<file path="src/design/center_window_auto_exposure_macros.svh">
// Assertion helpers for the top-level design file.
`ifndef CENTER_WINDOW_AUTO_EXPOSURE_MACROS_SVH
`define CENTER_WINDOW_AUTO_EXPOSURE_MACROS_SVH

// Check post in the same cycle as pre.
`define CWAE_ASSERT_SAME(label, pre, post) \
   label: assert property (@(posedge clock) disable iff (reset) (pre) |-> (post)) \
      else $error("assertion failed");

// Check post in the cycle after pre.
`define CWAE_ASSERT_NEXT(label, pre, post) \
   label: assert property (@(posedge clock) disable iff (reset) (pre) |=> (post)) \
      else $error("assertion failed");

`endif

</file>
<file path="src/design/cwae_pkg.sv">
package cwae_pkg;

   localparam int HALF_WINDOW_DEF = 256;
   localparam int MAX_DIM_DEF     = 8192;

   localparam int PIX_W      = 16;
   localparam int EXP_W      = 16;
   localparam int EXP_IDX_W  = 4;
   localparam int CFG_DIM_W  = 14;
   localparam int SUM_W      = 35;
   localparam int CSR_IDX_W  = 3;
   localparam int CSR_DATA_W = 16;

   localparam longint unsigned TARGET_LEVEL = 64'd40000;

   localparam logic [CFG_DIM_W-1:0] FRAME_WIDTH_RESET  = CFG_DIM_W'(1024);
   localparam logic [CFG_DIM_W-1:0] FRAME_HEIGHT_RESET = CFG_DIM_W'(1024);
   localparam logic [EXP_W-1:0]     EXPOSURE_MIN_RESET = EXP_W'(1);
   localparam logic [EXP_W-1:0]     EXPOSURE_MAX_RESET = EXP_W'(65535);

   localparam logic [CSR_IDX_W-1:0] CSR_FRAME_WIDTH  = CSR_IDX_W'(0);
   localparam logic [CSR_IDX_W-1:0] CSR_FRAME_HEIGHT = CSR_IDX_W'(1);
   localparam logic [CSR_IDX_W-1:0] CSR_EXPOSURE_MIN = CSR_IDX_W'(2);
   localparam logic [CSR_IDX_W-1:0] CSR_EXPOSURE_MAX = CSR_IDX_W'(3);

   typedef enum logic [2:0] {
      SEQ_IDLE,
      SEQ_CHECK,
      SEQ_MUL,
      SEQ_ADD,
      SEQ_DIV,
      SEQ_DONE
   } seq_state_type;

   typedef struct packed {
      logic step;
      logic last;
      logic clear;
   } win_ctrl_type;

   typedef struct packed {
      logic busy;
      logic sum_clear;
   } seq_stat_type;

endpackage

</file>
<file path="src/design/cwae_window.sv">
module cwae_window #(
   parameter int HALF_WINDOW = cwae_pkg::HALF_WINDOW_DEF,
   parameter int MAX_DIM     = cwae_pkg::MAX_DIM_DEF
) (
   input  logic                           clock,
   input  logic                           reset,
   input  cwae_pkg::win_ctrl_type         ctrl,
   input  logic [cwae_pkg::PIX_W-1:0]     pixel,
   input  logic [cwae_pkg::CFG_DIM_W-1:0] frame_width,
   input  logic [cwae_pkg::CFG_DIM_W-1:0] frame_height,
   output logic [cwae_pkg::SUM_W-1:0]     sum
);
   import cwae_pkg::*;

   localparam int CNT_W  = $clog2(MAX_DIM);
   localparam int DIM_W  = $clog2(MAX_DIM + 1);
   localparam int CMP_W  = (DIM_W > CFG_DIM_W) ? DIM_W : CFG_DIM_W;
   localparam int HW_W   = $clog2(HALF_WINDOW + 1);
   localparam int SPAN_W = ((DIM_W > HW_W) ? DIM_W : HW_W) + 1;
   localparam int INC_W  = DIM_W + 1;
   localparam int ACC_W  = SUM_W + 1;

   logic [CNT_W-1:0] col_ff, col_in;
   logic [CNT_W-1:0] row_ff, row_in;
   logic [SUM_W-1:0] sum_ff, sum_in;
   logic [DIM_W-1:0] w_eff, h_eff;
   logic [INC_W-1:0] col_inc, row_inc;
   logic [ACC_W-1:0] sum_add;
   logic             in_win;

   function automatic logic [DIM_W-1:0] clamp_dim(input logic [CFG_DIM_W-1:0] v);
      logic [CMP_W-1:0] ve;
      ve = CMP_W'(v);
      if (ve == '0)
         return DIM_W'(1);
      if (ve > CMP_W'(MAX_DIM))
         return DIM_W'(MAX_DIM);
      return DIM_W'(ve);
   endfunction

   function automatic logic in_span(input logic [CNT_W-1:0] pos,
                                    input logic [DIM_W-1:0] dim);
      logic [SPAN_W-1:0] p;
      logic [SPAN_W-1:0] mid;
      logic [SPAN_W-1:0] hw;
      p   = SPAN_W'(pos);
      mid = SPAN_W'(dim >> 1);
      hw  = SPAN_W'(HALF_WINDOW);
      return ((p + hw) >= mid) && (p < (mid + hw));
   endfunction

   assign w_eff   = clamp_dim(frame_width);
   assign h_eff   = clamp_dim(frame_height);
   assign in_win  = in_span(col_ff, w_eff) && in_span(row_ff, h_eff);
   assign col_inc = INC_W'(col_ff) + INC_W'(1);
   assign row_inc = INC_W'(row_ff) + INC_W'(1);
   assign sum_add = ACC_W'(sum_ff) + ACC_W'(pixel);

   always_comb begin
      col_in = col_ff;
      row_in = row_ff;
      sum_in = sum_ff;
      if (ctrl.clear) begin
         sum_in = '0;
      end else if (ctrl.step) begin
         // saturate rather than wrap when frame_end never comes
         if (in_win) begin
            sum_in = sum_add[SUM_W] ? '1 : sum_add[SUM_W-1:0];
         end
         if (ctrl.last) begin
            col_in = '0;
            row_in = '0;
         end else if (col_inc >= INC_W'(w_eff)) begin
            col_in = '0;
            row_in = (row_inc == INC_W'(MAX_DIM)) ? '0 : row_inc[CNT_W-1:0];
         end else begin
            col_in = col_inc[CNT_W-1:0];
         end
      end
   end

   always_ff @(posedge clock) begin
      if (reset) begin
         col_ff <= '0;
         row_ff <= '0;
         sum_ff <= '0;
      end else begin
         col_ff <= col_in;
         row_ff <= row_in;
         sum_ff <= sum_in;
      end
   end

   assign sum = sum_ff;

endmodule

</file>
<file path="src/design/cwae_alu.sv">
module cwae_alu #(
   parameter int WIDTH = 56
) (
   input  logic [WIDTH-1:0] a,
   input  logic [WIDTH-1:0] b,
   input  logic             sub,
   output logic [WIDTH-1:0] res,
   output logic             borrow
);
   logic [WIDTH:0] full;

   always_comb begin
      if (sub)
         full = {1'b0, a} - {1'b0, b};
      else
         full = {1'b0, a} + {1'b0, b};
   end

   assign res    = full[WIDTH-1:0];
   // carry out on add, borrow (a below b) on subtract
   assign borrow = full[WIDTH];

endmodule

</file>
<file path="src/design/cwae_seq.sv">
module cwae_seq #(
   parameter int HALF_WINDOW = cwae_pkg::HALF_WINDOW_DEF
) (
   input  logic                       clock,
   input  logic                       reset,
   input  logic                       start,
   input  logic [cwae_pkg::SUM_W-1:0] sum,
   input  logic [cwae_pkg::EXP_W-1:0] exp_min,
   input  logic [cwae_pkg::EXP_W-1:0] exp_max,
   input  logic                       rsp_ready,
   output logic                       rsp_valid,
   output logic [cwae_pkg::EXP_W-1:0] rsp_new_exposure,
   output logic                       rsp_dark_window,
   output cwae_pkg::seq_stat_type     stat
);
   import cwae_pkg::*;

   localparam longint unsigned AREA = 64'(4 * HALF_WINDOW * HALF_WINDOW);
   localparam longint unsigned GAIN = TARGET_LEVEL * AREA;
   localparam int GAIN_W = $clog2(GAIN + 1);
   localparam int NUM_W  = GAIN_W + EXP_W;
   localparam int DVD_W  = ((NUM_W + 1 > SUM_W) ? NUM_W + 1 : SUM_W) + 1;
   localparam int DEN_W  = SUM_W + 1;
   localparam int ALU_W  = (DVD_W > DEN_W + 1) ? DVD_W : DEN_W + 1;
   localparam int STEP_W = $clog2(DVD_W);

   seq_state_type state_ff, state_in;

   logic [STEP_W-1:0]    cnt_ff, cnt_in;
   logic [DVD_W-1:0]     dvd_ff, dvd_in;
   logic [DEN_W-1:0]     rem_ff, rem_in;
   logic [EXP_W-1:0]     exp_ff, exp_in;
   logic                 rsp_valid_ff, rsp_valid_in;
   logic [EXP_W-1:0]     rsp_exp_ff, rsp_exp_in;
   logic                 rsp_dark_ff, rsp_dark_in;

   logic [ALU_W-1:0]     alu_a, alu_b, alu_res;
   logic                 alu_sub, alu_borrow;
   logic [DEN_W-1:0]     den;
   logic [DEN_W:0]       div_shift;
   logic [EXP_IDX_W-1:0] bit_idx;
   logic                 sum_zero;
   logic [EXP_W-1:0]     result;

   cwae_alu #(
      .WIDTH (ALU_W)
   ) u_alu (
      .a      (alu_a),
      .b      (alu_b),
      .sub    (alu_sub),
      .res    (alu_res),
      .borrow (alu_borrow)
   );

   assign den       = {sum, 1'b0};
   assign div_shift = {rem_ff, dvd_ff[DVD_W-1]};
   assign bit_idx   = ~cnt_ff[EXP_IDX_W-1:0];
   assign sum_zero  = (sum == '0);

   // clamp the quotient; a zero sum saturates to the maximum
   always_comb begin
      if (sum_zero)
         result = exp_max;
      else if (dvd_ff < DVD_W'(exp_min))
         result = exp_min;
      else if (dvd_ff > DVD_W'(exp_max))
         result = exp_max;
      else
         result = dvd_ff[EXP_W-1:0];
   end

   always_comb begin
      state_in = state_ff;
      case (state_ff)
         SEQ_IDLE:  if (start) state_in = SEQ_CHECK;
         SEQ_CHECK: state_in = sum_zero ? SEQ_DONE : SEQ_MUL;
         SEQ_MUL:   if (cnt_ff == STEP_W'(EXP_W - 1)) state_in = SEQ_ADD;
         SEQ_ADD:   state_in = SEQ_DIV;
         SEQ_DIV:   if (cnt_ff == STEP_W'(DVD_W - 1)) state_in = SEQ_DONE;
         SEQ_DONE:  state_in = SEQ_IDLE;
         default:   state_in = SEQ_IDLE;
      endcase
   end

   always_comb begin
      alu_a          = '0;
      alu_b          = '0;
      alu_sub        = 1'b0;
      cnt_in         = cnt_ff;
      dvd_in         = dvd_ff;
      rem_in         = rem_ff;
      exp_in         = exp_ff;
      rsp_valid_in   = rsp_valid_ff && !rsp_ready;
      rsp_exp_in     = rsp_exp_ff;
      rsp_dark_in    = rsp_dark_ff;
      stat.busy      = (state_ff != SEQ_IDLE);
      stat.sum_clear = 1'b0;
      case (state_ff)
         SEQ_IDLE: begin
         end
         SEQ_CHECK: begin
            cnt_in = '0;
            dvd_in = '0;
            rem_in = '0;
         end
         SEQ_MUL: begin
            // shift-add over the exposure bits, most significant first
            alu_a  = ALU_W'({dvd_ff, 1'b0});
            alu_b  = exp_ff[bit_idx] ? ALU_W'(GAIN) : '0;
            dvd_in = alu_res[DVD_W-1:0];
            cnt_in = cnt_ff + STEP_W'(1);
         end
         SEQ_ADD: begin
            // form 2*num + sum for round half up
            alu_a  = ALU_W'({dvd_ff, 1'b0});
            alu_b  = ALU_W'(sum);
            dvd_in = alu_res[DVD_W-1:0];
            cnt_in = '0;
         end
         SEQ_DIV: begin
            alu_a   = ALU_W'(div_shift);
            alu_b   = ALU_W'(den);
            alu_sub = 1'b1;
            rem_in  = alu_borrow ? div_shift[DEN_W-1:0] : alu_res[DEN_W-1:0];
            dvd_in  = {dvd_ff[DVD_W-2:0], !alu_borrow};
            cnt_in  = cnt_ff + STEP_W'(1);
         end
         SEQ_DONE: begin
            exp_in         = result;
            rsp_valid_in   = 1'b1;
            rsp_exp_in     = result;
            rsp_dark_in    = sum_zero;
            stat.sum_clear = 1'b1;
         end
         default: begin
         end
      endcase
   end

   always_ff @(posedge clock) begin
      if (reset) begin
         state_ff     <= SEQ_IDLE;
         exp_ff       <= EXPOSURE_MIN_RESET;
         rsp_valid_ff <= 1'b0;
      end else begin
         state_ff     <= state_in;
         exp_ff       <= exp_in;
         rsp_valid_ff <= rsp_valid_in;
      end
   end

   always_ff @(posedge clock) begin
      cnt_ff      <= cnt_in;
      dvd_ff      <= dvd_in;
      rem_ff      <= rem_in;
      rsp_exp_ff  <= rsp_exp_in;
      rsp_dark_ff <= rsp_dark_in;
   end

   assign rsp_valid        = rsp_valid_ff;
   assign rsp_new_exposure = rsp_exp_ff;
   assign rsp_dark_window  = rsp_dark_ff;

endmodule

</file>
<file path="src/design/center_window_auto_exposure.sv">
// Centre-window auto exposure.
// req_*: one pixel request per handshake, in row-major order, with req_frame_end
//   high on a frame's last pixel. Plain pixels are taken one per cycle when not busy.
// rsp_*: one result per frame: the new clamped exposure and a dark flag, held
//   in an output register until rsp_ready takes it.
// csr_*: register writes (0 width, 1 height, 2 exposure min, 3 exposure max);
//   taken while no frame_end request is being worked on and no result waits.
// Sequence: a frame_end request runs 1 check, 16 shift-add multiply steps,
//   1 rounding add, D restoring divide steps (D = dividend width, 52 by
//   default) and 1 write-back; a zero window sum goes from the check straight
//   to the write-back. Multiply, add and divide share one adder/subtractor
//   under a sequencer, and req_ready stays low while the sequencer runs.
// Stall: while a result waits, plain pixels are still taken, but a frame_end
//   request is held off until the result has been taken.
// Reset: synchronous; clears counters, window sum and output valid, restores
//   the register defaults and sets the current exposure to 1.
`include "center_window_auto_exposure_macros.svh"

module center_window_auto_exposure #(
   parameter int HALF_WINDOW = cwae_pkg::HALF_WINDOW_DEF,
   parameter int MAX_DIM     = cwae_pkg::MAX_DIM_DEF
) (
   input  logic                            clock,
   input  logic                            reset,
   input  logic                            req_valid,
   output logic                            req_ready,
   input  logic [cwae_pkg::PIX_W-1:0]      req_pixel_value,
   input  logic                            req_frame_end,
   output logic                            rsp_valid,
   input  logic                            rsp_ready,
   output logic [cwae_pkg::EXP_W-1:0]      rsp_new_exposure,
   output logic                            rsp_dark_window,
   input  logic                            csr_valid,
   output logic                            csr_ready,
   input  logic [cwae_pkg::CSR_IDX_W-1:0]  csr_index,
   input  logic [cwae_pkg::CSR_DATA_W-1:0] csr_wdata
);
   import cwae_pkg::*;

   logic [CFG_DIM_W-1:0] width_ff, width_in;
   logic [CFG_DIM_W-1:0] height_ff, height_in;
   logic [EXP_W-1:0]     exp_min_ff, exp_min_in;
   logic [EXP_W-1:0]     exp_max_ff, exp_max_in;

   win_ctrl_type         win_ctrl;
   seq_stat_type         seq_stat;
   logic [SUM_W-1:0]     window_sum;
   logic                 req_accept;
   logic                 csr_write;

   // hold off all requests while the sequencer runs, and a frame_end while a result still waits
   assign req_ready  = !seq_stat.busy && !(req_frame_end && rsp_valid);
   assign req_accept = req_valid && req_ready;

   // keep the limits steady while a result is in flight
   assign csr_ready = !seq_stat.busy && !rsp_valid;
   assign csr_write = csr_valid && csr_ready;

   always_comb begin
      width_in   = width_ff;
      height_in  = height_ff;
      exp_min_in = exp_min_ff;
      exp_max_in = exp_max_ff;
      if (csr_write) begin
         case (csr_index)
            CSR_FRAME_WIDTH:  width_in   = csr_wdata[CFG_DIM_W-1:0];
            CSR_FRAME_HEIGHT: height_in  = csr_wdata[CFG_DIM_W-1:0];
            CSR_EXPOSURE_MIN: exp_min_in = csr_wdata[EXP_W-1:0];
            CSR_EXPOSURE_MAX: exp_max_in = csr_wdata[EXP_W-1:0];
            default: begin
               // drop writes to unused indexes
            end
         endcase
      end
   end

   always_ff @(posedge clock) begin
      if (reset) begin
         width_ff   <= FRAME_WIDTH_RESET;
         height_ff  <= FRAME_HEIGHT_RESET;
         exp_min_ff <= EXPOSURE_MIN_RESET;
         exp_max_ff <= EXPOSURE_MAX_RESET;
      end else begin
         width_ff   <= width_in;
         height_ff  <= height_in;
         exp_min_ff <= exp_min_in;
         exp_max_ff <= exp_max_in;
      end
   end

   // advance the counters on every accepted pixel; the sum is cleared in the
   // write-back step
   assign win_ctrl.step  = req_accept;
   assign win_ctrl.last  = req_frame_end;
   assign win_ctrl.clear = seq_stat.sum_clear;

   cwae_window #(
      .HALF_WINDOW (HALF_WINDOW),
      .MAX_DIM     (MAX_DIM)
   ) u_window (
      .clock        (clock),
      .reset        (reset),
      .ctrl         (win_ctrl),
      .pixel        (req_pixel_value),
      .frame_width  (width_ff),
      .frame_height (height_ff),
      .sum          (window_sum)
   );

   // the sequencer starts on the cycle after the final pixel, once the sum
   // includes that pixel
   cwae_seq #(
      .HALF_WINDOW (HALF_WINDOW)
   ) u_seq (
      .clock            (clock),
      .reset            (reset),
      .start            (req_accept && req_frame_end),
      .sum              (window_sum),
      .exp_min          (exp_min_ff),
      .exp_max          (exp_max_ff),
      .rsp_ready        (rsp_ready),
      .rsp_valid        (rsp_valid),
      .rsp_new_exposure (rsp_new_exposure),
      .rsp_dark_window  (rsp_dark_window),
      .stat             (seq_stat)
   );

   `CWAE_ASSERT_NEXT(a_frame_end_starts_seq, req_accept && req_frame_end, seq_stat.busy)
   `CWAE_ASSERT_SAME(a_dark_gives_max, rsp_valid && rsp_dark_window, rsp_new_exposure == exp_max_ff)
   `CWAE_ASSERT_SAME(a_result_clamped, rsp_valid, (rsp_new_exposure <= exp_max_ff) || (rsp_new_exposure == exp_min_ff))

endmodule
</file>
<file path="config.mk">
export PLATFORM = sky130hd
export DESIGN_NAME = center_window_auto_exposure
export DESIGN_NICKNAME = d
export VERILOG_FILES = /design/src/design/cwae_pkg.sv /design/src/design/cwae_window.sv /design/src/design/cwae_alu.sv /design/src/design/cwae_seq.sv /design/src/design/center_window_auto_exposure.sv
export VERILOG_INCLUDE_DIRS = /design/src /design/src/design
export SDC_FILE = /design/constraint.sdc
export NUM_CORES = 1
export LEC_CHECK = 0
export BUFFER_PORTS_ARGS = -buffer_cell sky130_fd_sc_hd__buf_2
export CAP_MARGIN = 20
export CORE_UTILIZATION = 55
export DETAILED_ROUTE_END_ITERATION = 6
export GPL_TIMING_DRIVEN = 1
export PLACE_DENSITY = 0.72
export SYNTH_ARGS = -nofsm -noshare
export SYNTH_HDL_FRONTEND = slang
export SYNTH_SLANG_ARGS = --single-unit
</file>
<file path="constraint.sdc">
create_clock -name clock -period 7.5 [get_ports clock]
set_clock_uncertainty 0.05 [all_clocks]
set_input_delay 0.75 -clock clock [delete_from_list [all_inputs] [get_ports clock]]
set_output_delay 0.75 -clock clock [all_outputs]
set_load 0.01 [all_outputs]
</file>
# --- Yosys cells after proc, flatten, opt, wreduce, memory -nomap -nowiden ---
# Index checks and enable logic that the tools add are counted.
word_totals:
  inputBits: 41
  wordCells: 129
  ff_bits: 252
op_classes:
  n_bitwise: 2
  reduce_logical: 37
  mux: 41
  order_cmp: 10
  addsub: 10
  n_eq_ne: 14
op_table:
  columns: ["op", "count"]
  rows:
  - ["$pmux 52 s3", 2]
  - ["$mux 14", 8]
  - ["$pmux 52 s2", 1]
  - ["$pmux 36 s2", 1]
  - ["$mux 13", 5]
  - ["$add 13x9->14 const B", 4]
  - ["$add 52x52->53", 1]
  - ["$mux 53", 1]
  - ["$sub 52x52->53", 1]
  - ["$gt 52x16->1", 1]
  - ["$lt 52x16->1", 1]
  - ["$mux 16", 3]
  - ["$add 35x16->36", 1]
  - ["$mux 36", 1]
  - ["$logic_not 35->1", 1]
  - ["$mux 35", 1]
  - ["$mux 34", 1]
  - ["$ge 15x13->1", 2]
  - ["$lt 13x15->1", 2]
  - ["$add 13x1->14 const B", 2]
  - ["$gt 14x14->1 const B", 2]
  - ["$logic_not 14->1", 2]
  - ["$eq 15x14->1 const B", 1]
  - ["$ge 15x14->1", 1]
  - ["other kinds (23)", 68]

# --- Logic depth before layout (Yosys ltp) ---
# Gate-level depths: netlist of the first run.
depth:
  depth_word: 10
  mapped_depth: 32
  mapped_depth_nobuf: 24

# --- Hierarchy ---
# Synthesis of the first run repeated with hierarchy kept, for this count alone.
hier_totals:
  hier_cells: 2303
  hier_area_um2: 19786.5
modules_own_cells:
  columns: ["mod", "cells_per_inst", "instances", "area_per_inst_um2"]
  rows:
  - ["cwae_seq", 712, 1, 7764.9]
  - ["cwae_window", 663, 1, 5176.2]
  - ["cwae_alu", 671, 1, 4371.7]
  - ["center_window_auto_exposure", 257, 1, 2473.6]

# --- Worst setup path after synthesis of the first run ---
# No wires, ideal clock.
synth_timing:
  kind: "reg2reg"
  from: "reg u_seq.state_ff[2]"
  to: "reg u_seq.rem_ff[1], data pin"
  t_arrival_ns: 6.392
  required_time_ns: 7.182
  path_stages_with_launch: 30
  slack_ns: 0.790
  n_path_buf: 8
  synth_period_minus_slack_ns: 6.710
  setup_ns: 0.268
  path_cell_list: "dfxtp_1 > buf_2 > nor3b_1 > clkbuf_1 > clkbuf_1 > clkbuf_1 > buf_1 > a22oi_1 > ha_1 > inv_1 > a221o_1 > a2111o_1 > and3b_1 > buf_2 > nand3_1 > nor4_2 > o211a_2 > nand2_2 > and3_1 > a211oi_1 > ha_1 > clkbuf_1 > a21o_1 > o41ai_1 > and2_1 > o31a_1 > o31ai_1 > a221oi_2 > clkbuf_1 > o21ai_0"
synth_via:
  elab_chain_len: 7
  word_cells_on_any_way: 13
  cone_classes: "2 x add/sub; 4 x eq/ne; 6 x mux; 1 x reduce/logical"
synth_rtl:
  columns: ["item", "line_no", "text"]
  rows:
  - ["start, declared", "cwae_seq.sv:27", "seq_state_type state_ff, state_in;"]
  - ["start signal, assigned", "cwae_seq.sv:146", "state_ff <= state_in;"]
  - ["$eq 3x2->1", "cwae_seq.sv:98", "case (state_ff)"]
  - ["$reduce_or 2->1 (no line)", null, null]
  - ["$pmux 52 s2", "cwae_seq.sv:98", null]
  - ["$add 52x52->53 / $sub 52x52->53 (equally long branches)", "cwae_alu.sv:16, cwae_alu.sv:14", null]
  - ["$mux 53", "cwae_alu.sv:13", "if (sub)"]
  - ["$mux 36", "cwae_seq.sv:124", "rem_in = alu_borrow ? div_shift[DEN_W-1:0] : alu_res[DEN_W-1:0];"]
  - ["$pmux 36 s2 (*)", "cwae_seq.sv:98", null]
  - ["end signal, assigned", "cwae_seq.sv:155", "rem_ff <= rem_in;"]
  - ["end, declared", "cwae_seq.sv:31", "logic [DEN_W-1:0] rem_ff, rem_in;"]
# Every way passes the cells marked *; elsewhere a longest branch is shown, timed or not.
# A chain may end at the register's enable or synchronous reset.

# --- Final worst setup path of the first run ---
layout_timing:
  from: "reg u_seq.state_ff[2]"
  to: "reg u_seq.rem_ff[28], data pin"
# Same word-level chain as after synthesis.

==> results.toml, run 1 <==
[setup_path]
data_required_time_at_the_worst_endpoint_ns = 7.75
cp-end-kind = "flop"
path_type_of_the_worst_setup_path = "reg -> reg"
worst_path_max_delay_cell = "sky130_fd_sc_hd__dfxtp_1"
worst_path_largest_cell_delay_ns = 0.66
critical_path.startpoint_type = "flop"
path_max_fanout = 41
worstPathArrival_ns = 7.19
critical_path.cell_chain = "and3b_1, a22oi_1, ha_1, inv_1, a221o_1, a2111o_1, and3b_1, nand3_1, nor4_2, o211a_2, nand2_2, and3_1, a211oi_1, ha_1, a21o_1, o41ai_1, and2_1, o31a_1, o31ai_1, a221oi_4, buf_4, mux2i_1, nor2_1"

[finish]
post_route_cells_drive_above_1_share_pct = 7.398
n_antenna_cell = 0
layout.nets = 2501
flow.area_growth_from_synthesis_pct = 8.508

[logic_synthesis]
synth.area.mux_share_pct = 2.644
synthesis.instances = 2344
yosys_most_used_dff = "sky130_fd_sc_hd__dfxtp_1"
syn_nets = 2544
synth_area_um2 = 19120
netlist-cell-type-count = 80
synthesis.yosys.warnings = 0
yosys-top-cells-area = "sky130_fd_sc_hd__edfxtp_1 (17%), sky130_fd_sc_hd__dfxtp_1 (15%), sky130_fd_sc_hd__ha_1 (10%)"
synth_async_sr_flop_share_pct = 0
synthesized_area_fraction_occupied_by_adder_cells_pct = 10.48
synth-edff-count = 111
yosys_register_bits = 252
post-synth-top-area-fraction_pct = 17.44
synthSimpleGateAreaFrac_pct = 21.81
synth_area_per_cell_um2 = 8.156
area_fraction_in_compound_gates_after_synthesis_pct = 23.36
synth_xor_area_share_pct = 4.673
largest_family_of_logic_cells_by_synthesized_area = "compound AO/OA/AOI/OAI gates"
yosys.area.top_type = "sky130_fd_sc_hd__edfxtp_1"
seq_area_frac_synth_pct = 32.20

[clock_tree]
post_cts_resized = 0
numClockSinks = 252
insertion_delay_ns = 0.59
clk_tree_root_cell = "sky130_fd_sc_hd__clkbuf_16"
post-cts-setup-buffer-count = 0
hold_buffer_count_at_cts = 0
cts_tree = "built"
clk_transition_reported_paths_ns = 0.06
maximum_buffer_depth_of_the_clock_tree = 3
total_clock_buffers_created_by_cts = 30
cts_htree_levels = 1

[sta]
finalCritPeriodShare_pct = 92.50
post-route-worst-setup-slack_ns = 0.5627
worstMarginPinSlew_ns = 1.112
unrepaired_setup_endpoints_after_global_routing = "no"
fmax_ghz = 0.1441
final-max-slew-violation-count = 0
worst_case_headroom_to_the_max_slew_limit_pct = 25.85
setup_viol_count_final = 0
setup-tns-final_ns = 0
report.final.hold_viol_count = 0
fin_crit_ns = 6.937

[global_route]
antenna_violations_before_repair = 0
wire_length_of_the_first_global_routing_pass_mm = 85.25
gr-total-overflow = 0
grtUsageTotal_pct = 29.46
grt_max_degree = 194
first_global_vias = 15870

[detailed_routing]
dr_total_vias = 17610
drc = 0
drtPass1Iterations = 6
antenna_violating_nets_post_route = 0
avgViaCountPerCell = 6.351
dr.first_iter.drc_count = 1860
post_drt_wl_per_cell_um = 19.24
wirelength_mm = 53.36

[placement]
detailedPlace.worstSlack_ns = 0.7445
place.port_buffers = 60
gp_congestion = 0.9602
dp_hpwl_mm = 38.93

[run]
max_cap_viol_count = 0

[floorplan]
fp-row-count = 67
core_region_area_um2 = 33870
die_height_um = 188.4
die_w_um = 188.4
floorplan.initialDensity_pct = 56.45
top_level_ports = 61
die_area_um2 = 35510

[hold_path]
worst_hold_path_type = "in -> reg"

[outcome]
run_status = "complete, no violations"

[power_and_ir_drop]
static-leakage-power_nw = 8.580
power-per-cell-area_nw_per_um2 = 428.4
ir_worst_vdd_mv = 0.3757
[layer usage]
metal  share of wire (%)  GRT usage, %  vias up
li1                    -             -     8516
met1                  46         43.13     8294
met2                  43         44.31      728
met3                 9.0         5.681       72
met4                 2.2         7.382        0
met5                   0             0        -
[path summary, 6_finish.rpt]
check                                  from                             end  slack [ns]  cells after the start
min reg2reg     exp_min_ff[10]$_SDFFE_PP0P_     exp_min_ff[10]$_SDFFE_PP0P_        0.43                      2
min                                   reset      u_seq.rsp_valid$_SDFF_PP0_        0.28                      2
max          u_seq.state_ff[2]$_SDFFE_PP0P_  u_seq.rem_ff[28]$_SDFFCE_PP0P_        0.56                     23
max reg2reg  u_seq.state_ff[2]$_SDFFE_PP0P_  u_seq.rem_ff[28]$_SDFFCE_PP0P_        0.56                     23
[cells in the final DEF (no fill, tap or decap), types with 24 or more instances in the layout]
cell                        instances
sky130_fd_sc_hd__a21o_1            48
sky130_fd_sc_hd__a21oi_1          156
sky130_fd_sc_hd__a22o_1            88
sky130_fd_sc_hd__and2_1            25
sky130_fd_sc_hd__and3_1            32
sky130_fd_sc_hd__buf_2             61
sky130_fd_sc_hd__clkbuf_16         30
sky130_fd_sc_hd__dfxtp_1          141
sky130_fd_sc_hd__edfxtp_1         111
sky130_fd_sc_hd__ha_1             157
sky130_fd_sc_hd__inv_1             86
sky130_fd_sc_hd__mux2i_1           37
sky130_fd_sc_hd__nand2_1          322
sky130_fd_sc_hd__nand3_1           94
sky130_fd_sc_hd__nand4_1           45
sky130_fd_sc_hd__nor2_1           172
sky130_fd_sc_hd__nor3_1            31
sky130_fd_sc_hd__nor4_1            29
sky130_fd_sc_hd__o21a_1            24
sky130_fd_sc_hd__o21ai_0          177
sky130_fd_sc_hd__xnor2_1           62
sky130_fd_sc_hd__xor2_1            40
[area by class of cell]
cell class | instances | area [um^2]
fill | 2962 | 13120
clock buffer | 33 | 772.0
timing repair buffer | 81 | 491.7
tap | 448 | 560.5
multi-input combinational | 1850 | 12090
sequential | 252 | 6156
inverter | 86 | 322.8
clock inverter | 23 | 351.6
[flip-flops by register name (all words and copies together), names as in the netlist, 3 cells and up]
signal,flops
exp_min_ff,16
u_window.col_ff,13
u_window.row_ff,13
u_seq.dvd_ff,52
width_ff,14
u_seq.state_ff,3
u_seq.rem_ff,36
u_seq.exp_ff,16
height_ff,14
exp_max_ff,16
u_seq.rsp_new_exposure,16
u_seq.cnt_ff,6
u_window.sum,35
[cell families after synthesis]
kind of cell / count (synthesis)
adders and majority gates: 159
AOI/OAI and AO/OA: 676
DFF: 252
buffers and inverters: 242
muxes: 44
xor gates and xnor gates: 102
and+or+nand+nor: 869
[power by group]
group | internal (mW) | switching (mW) | total (mW)
Combinational | 1.75 | 3.23 | 4.98
Clock | 1.02 | 0.625 | 1.65
Sequential | 1.92 | 0.340 | 2.26
Total | 4.69 | 4.20 | 8.89
[Yosys cell counts (all sizes together), types with 18 or more instances]
cell,number
nor4,32
nor2,173
a22o,88
nor3,31
edfxtp,111
a211oi,20
nand3,94
o31ai,23
dfxtp,141
and3,32
nand2b,20
ha,157
inv,86
a31oi,22
mux2i,37
o21a,24
xnor2,62
nand4,45
and2,26
nand3b,22
clkbuf,138
xor2,40
o21ai,179
a21oi,157
nand2,324
a21o,48
nor2b,18
[metrics by stage]
stage               hold slack, ns  area (um^2)  std cells  util [%]  power, mW
finish                      0.2842        20740       2773     61.25      8.886
global route                0.2791        20740       2773     61.25      9.439
CTS                         0.2606        20710       2770     61.15      8.783
detailed placement          0.4151        19590       2714     57.83      7.086
global placement            0.4093        19580       2713     57.82      7.027
floorplan                   0.3996        19120       2344         -      5.776
[worst max-delay path, delay by kind of cell, from the launching register on]
kind / cells / cell delay (ns)
fa+ha+maj: 2 / 0.58
buf+inv: 2 / 0.47
mux: 1 / 0.23
simple gates: 8 / 1.81
flops: 1 / 0.66
compound gates: 10 / 2.86
(Power assumes the default switching activity.)
==> run 2, diff against run 1 <==
--- a/config.mk
+++ b/config.mk
@@ -8,10 +8,9 @@
 export LEC_CHECK = 0
 export BUFFER_PORTS_ARGS = -buffer_cell sky130_fd_sc_hd__buf_2
 export CAP_MARGIN = 20
-export CORE_UTILIZATION = 55
+export CORE_UTILIZATION = 30
 export DETAILED_ROUTE_END_ITERATION = 6
 export GPL_TIMING_DRIVEN = 1
-export PLACE_DENSITY = 0.72
 export SYNTH_ARGS = -nofsm -noshare
 export SYNTH_HDL_FRONTEND = slang
 export SYNTH_SLANG_ARGS = --single-unit
==> run 2 against run 1 <==
Against the previous run:
- core utilization decreased by 28 points
- count of clock-buffer cells in the layout increased by 8
- die area increased by 82%
- first-iteration DRC count decreased by 18%
- worst setup slack improved by 0.21 ns
- critical path depth decreased by 1
- register-to-register slack improved by 0.21 ns
- highest routed layer unchanged
- global-route usage decreased by 12 points
==> results.toml, run 2 (synthesis results as in run 1) <==
[outcome]
run_status = "complete, no violations"

[clock_tree]
total_clock_buffers_created_by_cts = 29
post_cts_resized = 0
insertion_delay_ns = 0.60
hold_buffer_count_at_cts = 0
clk_tree_root_cell = "sky130_fd_sc_hd__clkbuf_16"
maximum_buffer_depth_of_the_clock_tree = 3
cts_tree = "built"
clk_transition_reported_paths_ns = 0.07
post-cts-setup-buffer-count = 0
cts_htree_levels = 1
numClockSinks = 252

[setup_path]
cp-end-kind = "flop"
critical_path.startpoint_type = "flop"
path_type_of_the_worst_setup_path = "reg -> reg"
data_required_time_at_the_worst_endpoint_ns = 7.77
worstPathArrival_ns = 7.00
path_max_fanout = 52

[global_route]
grt_max_degree = 89
gr-total-overflow = 0
first_global_vias = 16630
antenna_violations_before_repair = 0
wire_length_of_the_first_global_routing_pass_mm = 90.93
grtUsageTotal_pct = 17.24

[placement]
place.port_buffers = 60
dp_hpwl_mm = 41.80
post_dp_cell_area_um2 = 20100
gp_congestion = 0.9429

[finish]
layout_common_cells = "sky130_fd_sc_hd__nand2_1 (322), sky130_fd_sc_hd__o21ai_0 (177), sky130_fd_sc_hd__nor2_1 (172)"
layout.nets = 2505
largest_register_ffs = 52
filler_cell_count = 6552
final_common_cell = "sky130_fd_sc_hd__nand2_1"
post_route_cells_drive_above_1_share_pct = 7.689
fin_area_um2 = 21160
flow.area_growth_from_synthesis_pct = 10.69
largest_register = "u_seq.dvd_ff"

[detailed_routing]
wirelength_mm = 56.33
drc = 0
drtPass1Iterations = 6
avgViaCountPerCell = 5.540
wl_met1_mm = 26.89
post_drt_wl_per_cell_um = 17.74
wl_met3_mm = 3.322
antenna_violating_nets_post_route = 0
dr.first_iter.drc_count = 1516
dr_total_vias = 17590
total_met2_wirelength_after_detailed_routing_mm = 24.62
topRoutingLayerUsed = "met4"

[floorplan]
fp-row-count = 92
die_height_um = 254.4
floorplan.initialDensity_pct = 30.36
die_area_um2 = 64740
top_level_ports = 61
core_region_area_um2 = 62970
die_w_um = 254.4

[power_and_ir_drop]
ir_worst_vdd_mv = 0.3688
share_clk_of_total_power_pct = 17.1
power.share.switching_pct = 47.84
power-per-cell-area_nw_per_um2 = 410.4
static-leakage-power_nw = 8.575
sequential_power_share_pct = 26.0
portion_of_total_power_attributed_to_combinational_logic_pct = 56.9
total_switching_power_mw = 4.155
p_int_mw = 4.529

[sta]
setup_viol_count_final = 0
fin_crit_ns = 6.732
report.final.hold_viol_count = 0
unrepaired_setup_endpoints_after_global_routing = "no"
hold_slack_ns = 0.3864
setup-tns-final_ns = 0
fmax_ghz = 0.1485
worst_case_headroom_to_the_max_slew_limit_pct = 29.54
finalCritPeriodShare_pct = 89.76
worstMarginPinSlew_ns = 1.047
final-max-slew-violation-count = 0

[run]
max_cap_viol_count = 0

[hold_path]
worst_hold_path_type = "in -> reg"
==> run 2: path summary, 6_finish.rpt <==
check	from	to	slack, ns	depth (start not counted)
setup / recovery	u_seq.cnt_ff[0]$_SDFFCE_PN0P_	u_seq.rem_ff[7]$_SDFFCE_PP0P_	0.77	22
hold reg to reg	exp_min_ff[1]$_SDFFE_PP0P_	exp_min_ff[1]$_SDFFE_PP0P_	0.44	2
hold / removal	csr_wdata[15]	exp_max_ff[15]$_SDFFE_PP1P_	0.39	3
setup reg to reg	u_seq.cnt_ff[0]$_SDFFCE_PN0P_	u_seq.rem_ff[7]$_SDFFCE_PP0P_	0.77	22
==> run 2: critical path, cell delays in order (launching register included) <==
cell                       delay, ns
sky130_fd_sc_hd__edfxtp_1       0.56
sky130_fd_sc_hd__mux4_2         0.54
sky130_fd_sc_hd__mux4_2         0.51
sky130_fd_sc_hd__nor3b_2        0.18
sky130_fd_sc_hd__buf_6          0.19
sky130_fd_sc_hd__or3_1          0.40
sky130_fd_sc_hd__a221o_1        0.31
sky130_fd_sc_hd__nor4_2         0.35
sky130_fd_sc_hd__o21ai_0        0.17
sky130_fd_sc_hd__xor2_1         0.17
sky130_fd_sc_hd__nand2_1        0.07
sky130_fd_sc_hd__o21ai_1        0.08
sky130_fd_sc_hd__ha_1           0.41
sky130_fd_sc_hd__a21o_1         0.21
sky130_fd_sc_hd__a21oi_1        0.20
sky130_fd_sc_hd__and3b_1        0.21
sky130_fd_sc_hd__o41ai_1        0.39
sky130_fd_sc_hd__and2_1         0.19
sky130_fd_sc_hd__o31a_1         0.16
sky130_fd_sc_hd__o31ai_1        0.15
sky130_fd_sc_hd__a221oi_4       0.31
sky130_fd_sc_hd__buf_4          0.45
sky130_fd_sc_hd__o21ai_0        0.17
==> run 2: per-stage QoR <==
step / total power, mW / instances / util, % / worst slack, ns
6_report: 8.684 / 3175 / 33.61 / 0.7681
5_1_grt: 9.302 / 3174 / 33.60 / 0.2410
4_1_cts: 8.669 / 3170 / 33.54 / 0.7825
3_5_place_dp: 7.130 / 3116 / 31.93 / 0.8017
3_3_place_gp: 7.087 / 3116 / 31.93 / 1.003
2_1_floorplan: 5.776 / 2344 / - / 0.7898
==> run 2: final cells by class <==
type | count | area, um^2 | area share, %
diodes | 1 | 2.502 | 0.01183
clock buffers | 41 | 908.4 | 4.293
clock inverters | 13 | 110.1 | 0.5203
inverters | 86 | 322.8 | 1.525
multi-input cells | 1850 | 12100 | 57.17
flip-flops and latches | 252 | 6156 | 29.09
well taps | 846 | 1059 | 5.002
repair buffers | 86 | 505.5 | 2.389
==> run 2: routing by layer <==
layer  up-vias  GRT usage, %
li1       8508             -
met1      8433         25.08
met2       571         27.05
met3        78         1.296
met4         0         5.026
met5         -             0
==> run 2: power by group through the flow <==
stage | clock [mW] | combinational, mW | sequential [mW]
floorplan | 0 | 3.66 | 2.12
CTS | 1.52 | 4.90 | 2.25
global route | 1.57 | 5.43 | 2.30
detailed placement | 0 | 4.85 | 2.28
finish | 1.49 | 4.94 | 2.26
global placement | 0 | 4.81 | 2.27
